### src/rtl/ubx_fb_pkg.sv
// Shared types and constants for the UBX frame builder.
// No dependencies; imported by the top level, the tracker and the testbench.
`timescale 1ns / 1ps

package ubx_fb_pkg;

  // Input opcodes
  typedef enum logic {
    OP_START   = 1'b0,
    OP_PAYLOAD = 1'b1
  } opcode_t;

  // Frame sync bytes
  localparam logic [7:0] SYNC_ONE = 8'hB5;
  localparam logic [7:0] SYNC_TWO = 8'h62;

  // Position of each word in the emit sequence
  localparam logic [2:0] IDX_SYNC1 = 3'd0;
  localparam logic [2:0] IDX_SYNC2 = 3'd1;
  localparam logic [2:0] IDX_CLASS = 3'd2;
  localparam logic [2:0] IDX_ID    = 3'd3;
  localparam logic [2:0] IDX_LENLO = 3'd4;
  localparam logic [2:0] IDX_DATA  = 3'd5;  // length high on start, data on payload
  localparam logic [2:0] IDX_CKA   = 3'd6;
  localparam logic [2:0] IDX_CKB   = 3'd7;

  // One emit job: everything needed to produce the words of one item
  typedef struct packed {
    logic       start;
    logic       close;
    logic [7:0] cls;
    logic [7:0] id;
    logic [7:0] len_lo;
    logic [7:0] data;
    logic [7:0] ck_a;
    logic [7:0] ck_b;
  } job_t;

endpackage

### src/rtl/ubx_frame_builder_top.sv
// UBX frame builder: an accepted word is held in the job register and its words pass
// through the output register. Payload words run at one per cycle unless out_stall
// holds them; a start word holds the input for its 6 words (8 with zero length), a
// frame-closing payload word for 3. The single output word per cycle sets the rate,
// stalls aside; the job register frees as its last word moves to the output register.
// Synchronous reset clears all control state. Depends on ubx_fb_pkg, ubx_fb_track.
`timescale 1ns / 1ps

module ubx_frame_builder_top import ubx_fb_pkg::*; (
  input  logic        clk,
  input  logic        rst,
  input  logic        in_valid,
  output logic        in_stall,
  input  logic        opcode,
  input  logic [7:0]  msg_class,
  input  logic [7:0]  msg_id,
  input  logic [15:0] payload_len,
  input  logic [7:0]  payload_byte,
  output logic        out_valid,
  input  logic        out_stall,
  output logic [7:0]  out_byte,
  output logic        last_of_run,
  output logic        frame_done
);

  logic       take;
  logic       load;
  job_t       job_in;

  job_t       job;
  logic       job_valid;
  logic [2:0] job_idx;

  logic       out_ready;
  logic       emit;
  logic [2:0] last_idx;
  logic       job_fin;
  logic [7:0] emit_byte;

  assign take = in_valid && !in_stall;

  ubx_fb_track u_track (
    .clk          (clk),
    .rst          (rst),
    .take         (take),
    .opcode       (opcode),
    .msg_class    (msg_class),
    .msg_id       (msg_id),
    .payload_len  (payload_len),
    .payload_byte (payload_byte),
    .load         (load),
    .job          (job_in)
  );

  // Emit handshake with the output register
  assign out_ready = !out_valid || !out_stall;
  assign emit      = job_valid && out_ready;
  assign last_idx  = job.close ? IDX_CKB : IDX_DATA;
  assign job_fin   = emit && (job_idx == last_idx);
  assign in_stall  = job_valid && !job_fin;

  // Word select for the current position
  always_comb begin
    unique case (job_idx)
      IDX_SYNC1: emit_byte = SYNC_ONE;
      IDX_SYNC2: emit_byte = SYNC_TWO;
      IDX_CLASS: emit_byte = job.cls;
      IDX_ID:    emit_byte = job.id;
      IDX_LENLO: emit_byte = job.len_lo;
      IDX_DATA:  emit_byte = job.data;
      IDX_CKA:   emit_byte = job.ck_a;
      IDX_CKB:   emit_byte = job.ck_b;
      default:   emit_byte = job.data;
    endcase
  end

  // Job register and sequence position
  always_ff @(posedge clk) begin
    if (rst) begin
      job_valid <= 1'b0;
      job_idx   <= IDX_SYNC1;
    end else if (load) begin
      job_valid <= 1'b1;
      job_idx   <= job_in.start ? IDX_SYNC1 : IDX_DATA;
    end else if (job_fin) begin
      job_valid <= 1'b0;
    end else if (emit) begin
      job_idx <= job_idx + 3'd1;
    end
  end

  always_ff @(posedge clk) begin
    if (load) begin
      job <= job_in;
    end
  end

  // Output register
  always_ff @(posedge clk) begin
    if (rst) begin
      out_valid <= 1'b0;
    end else if (out_ready) begin
      out_valid <= job_valid;
    end
  end

  always_ff @(posedge clk) begin
    if (emit) begin
      out_byte    <= emit_byte;
      last_of_run <= (job_idx == last_idx);
      frame_done  <= (job_idx == IDX_CKB);
    end
  end

endmodule

### src/rtl/ubx_fb_track.sv
// Frame tracker: open/closed state, byte count and Fletcher sums.
// Depends on ubx_fb_pkg; builds the emit job for each accepted word.
`timescale 1ns / 1ps

module ubx_fb_track import ubx_fb_pkg::*; (
  input  logic        clk,
  input  logic        rst,
  input  logic        take,
  input  logic        opcode,
  input  logic [7:0]  msg_class,
  input  logic [7:0]  msg_id,
  input  logic [15:0] payload_len,
  input  logic [7:0]  payload_byte,
  output logic        load,
  output job_t        job
);

  logic [7:0]  sum_a;
  logic [7:0]  sum_b;
  logic [15:0] bytes_left;
  logic        frame_open;

  logic [7:0]  sum_a_next;
  logic [7:0]  sum_b_next;
  logic [15:0] bytes_left_next;
  logic        frame_open_next;

  logic        is_start;
  logic [7:0]  len_lo;
  logic [7:0]  len_hi;
  logic [7:0]  seed_a;
  logic [7:0]  seed_b;
  logic [7:0]  pay_a;
  logic [7:0]  pay_b;
  logic        pay_last;

  assign is_start = (opcode == OP_START);
  assign len_lo   = payload_len[7:0];
  assign len_hi   = payload_len[15:8];

  // Header seed in closed form: four folds of class, id, len lo, len hi
  assign seed_a = msg_class + msg_id + len_lo + len_hi;
  assign seed_b = {msg_class[5:0], 2'b00} + {msg_id[6:0], 1'b0} + msg_id
                  + {len_lo[6:0], 1'b0} + len_hi;

  // One fold for a payload word
  assign pay_a    = sum_a + payload_byte;
  assign pay_b    = sum_b + pay_a;
  assign pay_last = (bytes_left == 16'd1);

  assign load = take && (is_start || frame_open);

  // Job contents for the emitter
  always_comb begin
    job.start  = is_start;
    job.cls    = msg_class;
    job.id     = msg_id;
    job.len_lo = len_lo;
    if (is_start) begin
      job.close = (payload_len == 16'd0);
      job.data  = len_hi;
      job.ck_a  = seed_a;
      job.ck_b  = seed_b;
    end else begin
      job.close = pay_last;
      job.data  = payload_byte;
      job.ck_a  = pay_a;
      job.ck_b  = pay_b;
    end
  end

  // Frame state update
  always_comb begin
    sum_a_next      = sum_a;
    sum_b_next      = sum_b;
    bytes_left_next = bytes_left;
    frame_open_next = frame_open;
    if (load) begin
      if (is_start) begin
        sum_a_next      = seed_a;
        sum_b_next      = seed_b;
        bytes_left_next = payload_len;
        frame_open_next = (payload_len != 16'd0);
      end else begin
        sum_a_next      = pay_a;
        sum_b_next      = pay_b;
        bytes_left_next = 16'(bytes_left - 16'd1);
        frame_open_next = !pay_last;
      end
    end
  end

  always_ff @(posedge clk) begin
    if (rst) begin
      sum_a      <= 8'd0;
      sum_b      <= 8'd0;
      bytes_left <= 16'd0;
      frame_open <= 1'b0;
    end else begin
      sum_a      <= sum_a_next;
      sum_b      <= sum_b_next;
      bytes_left <= bytes_left_next;
      frame_open <= frame_open_next;
    end
  end

endmodule

### config.mk
export PLATFORM = sky130hd
export DESIGN_NAME = ubx_frame_builder_top
export DESIGN_NICKNAME = d
export VERILOG_FILES = /design/src/rtl/ubx_fb_pkg.sv /design/src/rtl/ubx_frame_builder_top.sv /design/src/rtl/ubx_fb_track.sv
export SDC_FILE = /design/constraint.sdc
export NUM_CORES = 1
export LEC_CHECK = 0
export BUFFER_PORTS_ARGS = -buffer_cell sky130_fd_sc_hd__buf_2
export CORE_MARGIN = 2
export CORE_UTILIZATION = 52
export CTS_CLUSTER_DIAMETER = 100
export DETAILED_ROUTE_END_ITERATION = 6
export PLACE_DENSITY = 0.81
export SYNTH_ARGS = -nofsm -noshare
export SYNTH_HDL_FRONTEND = slang
export SYNTH_SLANG_ARGS = --single-unit
export TNS_END_PERCENT = 10
### constraint.sdc
create_clock -name clk -period 7.05 [get_ports clk]
set_input_delay 1.7625 -clock clk [delete_from_list [all_inputs] [get_ports clk]]
set_output_delay 1.7625 -clock clk [all_outputs]
set_load 0.01 [all_outputs]
==> flow_metrics.tcl, run 1 <==
set metrics [dict create \
    status "finished, violations left" \
    violations "design-rule violations" \
    syn_inst 620 \
    syn-num-nets 733 \
    power_density_nw_per_um2 265 \
    finalNetCount 777 \
    fin_util 0.592 \
    post_cts_buffers 0 \
    dieArea_um2 12700 \
    fmax_ghz 0.211 \
    worst_slew_pin_slew_ns 1.12 \
    timing.rr.end "job[7]" \
    comb_power_share 0.343 \
    route.antenna.remaining_nets 0 \
    htree_num_levels 3 \
    antenna_cells 0 \
    fp.dieW_um 113 \
    dpl.hpwl_mm 12.0 \
    synth.most_common_cell "inv_1" \
    ys_ff_latch 97 \
    r2r_cells 13 \
    die_h_um 113 \
    finalCritPeriodShare 0.673 \
    end_kind "register" \
    required_ns 7.31 \
    fin_setup_tns_ns 0 \
    drc 3 \
    hold_buffers 0 \
    ys_types 59 \
    switchingPower_w 0.000626 \
    internal_power_w 0.00118 \
    core-area_um2 11500 \
    hold_start "u_track.sum_b[2]" \
    start_util 0.535 \
    clk_pin_slew_ns 0.07 \
    via_per_inst 6.06 \
    ys_warn_count 0 \
    drv_cap 0 \
    hold_class "register to register" \
    skew_ns 0.00764 \
    setup_viol 0 \
    io_pins 57 \
    grt_max_degree 62 \
    peakVddDrop_mv 0.126 \
    seqPwrFrac 0.386 \
    min_delay_worst_endpoint "u_track.sum_b[2]" \
    cts.sinks 97 \
    r2r_start "u_track.sum_a[0]" \
    first_global_vias 4888 \
    synth_common_cells "inv_1, nand2_1, edfxtp_1" \
    rows 39 \
    worstPathArrival_ns 5.01 \
    synth_edf_count 59 \
    cts_made_buffers 9 \
    switching_share 0.346 \
    maxSlewViolCount 0 \
    num_vias 4923 \
    clock_latency_ns 0.36 \
    r2r_slack_ns 3.85 \
    gp_congestion 0.950 \
    cts-root-buf "clkbuf_16" \
    clock_power_share 0.271 \
    cts_buffer_depth 2 \
    yosysSeqAreaShare 0.411 \
    synth_area_leader_cell "edfxtp_1" \
    path_max_fanout 5 \
    wl_per_cell_um 19.7 \
    path_class "input port to register" \
    synthTopCellsByArea "edfxtp_1, dfxtp_1, fa_1, ha_1, inv_1" \
    overflow 0 \
    grt_first_pass_wirelength_mm 25.7 \
    ys.flop_type "edfxtp_1" \
    syn_avg_cell_area_um2 9.94 \
    syn_to_final_growth_pct 10.7 \
    routed_wl_mm 16.0 \
    synth_top_area_frac 0.287 \
    grt.total_usage 0.260 \
    ctsResizeCount 0 \
    cts_tree "done" \
    drive_gt1_frac 0.135 \
    cp-start-kind "input port" \
    layout_min_cycle_time_ns 4.74 \
    max_slew_margin 0.252 \
    p_leak_nw 2.89 \
    drtPass1Iterations 7 \
    hold_violations 0 \
    grt_setup_unrepaired "no" \
    port_buffers 56 \
    synthArstFlopShare 0 \
    holdPathStages 2 \
    syn_area_um2 6160 \
    antenna_found_initial 0 \
    drt-initial-drc-count 663 \
]
[cell usage in the layout, fill, tap and decap left out, types with 15 or more instances in the layout]
master    count
a21oi_1      39
buf_2        56
dfxtp_1      38
edfxtp_1     59
fa_1         34
ha_1         34
inv_1        73
nand2_1      65
nor2_1       45
nor3_1       15
o21ai_0      22
xnor2_1      25
[routing by layer]
metal  GRT usage  part of all wire  vias to the layer above
met5           0                 0                        -
met4      0.0854             0.036                        0
met3      0.0386             0.083                       45
met2       0.443              0.48                      281
met1       0.345              0.40                     2344
li1            -                 -                     2253
[worst max-delay path: stages]
cell,delay (ns)
buf_2,0.18
inv_1,0.08
fa_1,0.48
fa_1,0.51
inv_1,0.05
ha_1,0.24
fa_1,0.44
a211oi_1,0.37
o21bai_1,0.13
a21oi_1,0.20
xnor2_1,0.15
nand2_1,0.12
a311oi_1,0.29
[kinds of logic (layout without fill, tap and decap cells)]
family	count (synthesis)	in the layout	synth area share
flip-flops	97	97	0.411
adder cells (fa/ha/maj)	68	68	0.179
XOR/XNOR	31	31	0.0440
AND/OR/NAND/NOR	171	171	0.131
AO/OA/AOI/OAI	139	139	0.149
multiplexers	12	12	0.0211
buffers and inverters	102	151	0.0649
[through the flow]
step | hold WS [ns] | std cells | setup slack [ns] | total power, W | instance area [µm²]
final | 0.463 | 812 | 2.31 | 0.00181 | 6820
after global routing | 0.498 | 812 | 2.11 | 0.00190 | 6820
after CTS | 0.464 | 812 | 2.32 | 0.00180 | 6820
after detailed placement | 0.457 | 796 | 1.97 | 0.00131 | 6530
after global placement | 0.450 | 796 | 2.03 | 0.00129 | 6530
after floorplan | 0.440 | 620 | 2.29 | 0.00115 | 6160
[state kept, by name (all words and copies together), names as in the netlist]
| signal | flops |
|---|---|
| u_track.sum_b | 8 |
| last_of_run | 1 |
| job | 49 |
| u_track.bytes_left | 16 |
| job_idx | 3 |
| out_valid | 1 |
| job_valid | 1 |
| u_track.sum_a | 8 |
| frame_done | 1 |
| u_track.frame_open | 1 |
| out_byte | 8 |
[final cells by class]
class	instances	area, µm²
Multi-Input combinational cell	421	3230
Fill cell	941	4690
Inverter	76	285
Timing Repair Buffer	59	303
Sequential cell	97	2530
Clock inverter	5	37.5
Clock buffer	11	254
Tap cell	143	179
[power by group through the flow]
| stage | logic (W) | registers, W | clock network (W) |
|---|---|---|---|
| CTS | 0.000610 | 0.000697 | 0.000492 |
| finish | 0.000620 | 0.000698 | 0.000491 |
| global route | 0.000690 | 0.000701 | 0.000510 |
| global placement | 0.000583 | 0.000707 | 0 |
| detailed placement | 0.000601 | 0.000709 | 0 |
| floorplan | 0.000451 | 0.000700 | 0 |
[worst max path at each step]
stage | startpoint | end | slack, ns | depth (start not counted)
floorplan | msg_class[1] | u_track.sum_b[7] | 2.29 | 16
global placement | msg_class[1] | job[7] | 2.03 | 17
detailed placement | msg_class[2] | u_track.sum_b[6] | 1.97 | 15
CTS | msg_class[2] | u_track.sum_b[6] | 2.32 | 15
global route | msg_class[2] | u_track.sum_b[6] | 2.11 | 15
finish | payload_len[1] | u_track.sum_a[7] | 2.31 | 13
Power figures use the tool's default switching activity.
==> inputs of run 2 (changes only) <==
clock period = 4.6 ns   (was 7.05 ns; I/O delays follow)
==> run 2 against run 1 <==
The run still ends with design-rule violations left. Utilization increased by 0.065 points. Via count up 1.3%. Count of clock-buffer cells in the layout down 1. Critical path type unchanged. Largest power group unchanged.
==> flow_metrics.tcl, run 2 (synthesis results as in run 1) <==
set metrics [dict create \
    gp_congestion 0.933 \
    fp.dieW_um 113 \
    route.antenna.remaining_nets 0 \
    first_global_vias 4900 \
    path_class "input port to register" \
    path_max_fanout 2 \
    overflow 0 \
    layout_commonest_cell "inv_1" \
    min_delay_worst_endpoint "u_track.sum_a[3]" \
    via_per_inst 6.12 \
    cts_buffer_depth 2 \
    violations "design-rule violations" \
    hold_class "register to register" \
    critical_path.slowest_cell "fa_1" \
    top_layer "met4" \
    antenna_cells 0 \
    grt_first_pass_wirelength_mm 25.6 \
    syn_to_final_growth_pct 10.8 \
    finalCritPeriodShare 0.906 \
    drive_gt1_frac 0.137 \
    drtPass1Iterations 7 \
    wl_per_cell_um 19.8 \
    status "finished, violations left" \
    hold_buffers 0 \
    post_cts_buffers 0 \
    r2r_slack_ns 1.41 \
    cts_made_buffers 9 \
    antenna_found_initial 0 \
    largest_registers "job: 49 flops, u_track.bytes_left: 16 flops" \
    p_leak_nw 2.90 \
    largest-register "job" \
    required_ns 4.67 \
    cp_cell_sequence "buf_2, inv_1, fa_1, inv_1, fa_1, inv_1, fa_1, inv_1, ha_1, inv_1, fa_1, inv_1, a21o_1, a21oi_1, xnor2_1, nand2_1, o21ai_0" \
    start_util 0.535 \
    drv_cap 0 \
    dieArea_um2 12700 \
    wl_met3_mm 1.27 \
    grt_max_degree 61 \
    io_pins 57 \
    num_vias 4985 \
    fmax_ghz 0.240 \
    cp_common_cell "inv_1" \
    htree_num_levels 3 \
    largest_reg_flops 49 \
    fin_setup_tns_ns 0 \
    grt_setup_unrepaired "no" \
    ctsResizeCount 0 \
    r2r_cells 13 \
    port_buffers 56 \
    drt-initial-drc-count 649 \
    rows 39 \
    setup_viol 0 \
    p_total_w 0.00275 \
    finalNetCount 779 \
    max_slew_margin 0.458 \
    met2_length_mm 7.62 \
    r2r_start "u_track.sum_a[0]" \
    cpPeakStageDelay_ns 0.55 \
    layout_min_cycle_time_ns 4.17 \
    cts-root-buf "clkbuf_16" \
    hold_start "u_track.sum_a[3]" \
    cts.sinks 97 \
    drc 3 \
    timing.rr.end "job[7]" \
    grt.total_usage 0.261 \
    hold_violations 0 \
    worst_slew_pin_slew_ns 0.812 \
    cts_tree "done" \
    placed_area_um2 6560 \
    die_h_um 113 \
    power_density_nw_per_um2 403 \
    final_cell_mix "inv_1, nand2_1, edfxtp_1" \
    dpl.hpwl_mm 12.2 \
    clock_latency_ns 0.35 \
    cp-start-kind "input port" \
    peakVddDrop_mv 0.184 \
    core-area_um2 11500 \
    routed_wl_mm 16.1 \
    wl_met1_mm 6.42 \
    clk_pin_slew_ns 0.07 \
    finish.instance_area_um2 6830 \
    maxSlewViolCount 0 \
    skew_ns 0.00978 \
    holdPathStages 2 \
    worstPathArrival_ns 4.24 \
    end_kind "register" \
]
-- run 2: critical path: cells and delay by family --
kind / cells / cell delay (ns)
compound gates: 3 / 0.29
xor+xnor: 1 / 0.15
fa+ha+maj: 5 / 2.06
buf+inv: 7 / 0.53
simple gates: 1 / 0.07
-- run 2: layout make-up --
type	count	area (µm²)
clock buffer	10	229
timing repair buffer	61	330
tap	143	179
fill	945	4690
inverter	76	285
multi-input combinational	421	3230
clock inverter	6	42.5
sequential	97	2530
-- run 2: metal layers --
layer / global-route usage / vias up
met2: 0.427 / 259
met5: 0 / -
met1: 0.335 / 2401
met4: 0.131 / 0
li1: - / 2265
met3: 0.0487 / 60
-- run 2: how the worst max path moves through the flow --
stage                       endpoint  slack, ns          from
CTS                           job[7]       0.45  msg_class[1]
global placement    u_track.sum_b[6]       0.20  msg_class[2]
global route        u_track.sum_b[6]       0.28     msg_id[3]
detailed placement            job[7]       0.11  msg_class[1]
floorplan           u_track.sum_b[7]       0.45  msg_class[1]
finish                        job[7]       0.43  msg_class[1]
-- run 2: power breakdown --
part | total [W] | internal, W | switching [W]
registers | 0.00107 | 0.00102 | 0.0000437
clock network | 0.000715 | 0.000369 | 0.000345
logic | 0.000966 | 0.000392 | 0.000574
-- run 2: per-stage QoR --
| stage | cells | setup WS [ns] | utilization | hold WS (ns) |
|---|---|---|---|---|
| floorplan | 620 | 0.453 | - | 0.440 |
| global placement | 798 | 0.204 | 0.570 | 0.451 |
| global route | 814 | 0.278 | 0.593 | 0.484 |
| CTS | 814 | 0.449 | 0.593 | 0.469 |
| detailed placement | 798 | 0.106 | 0.570 | 0.459 |
| finish | 814 | 0.434 | 0.593 | 0.468 |
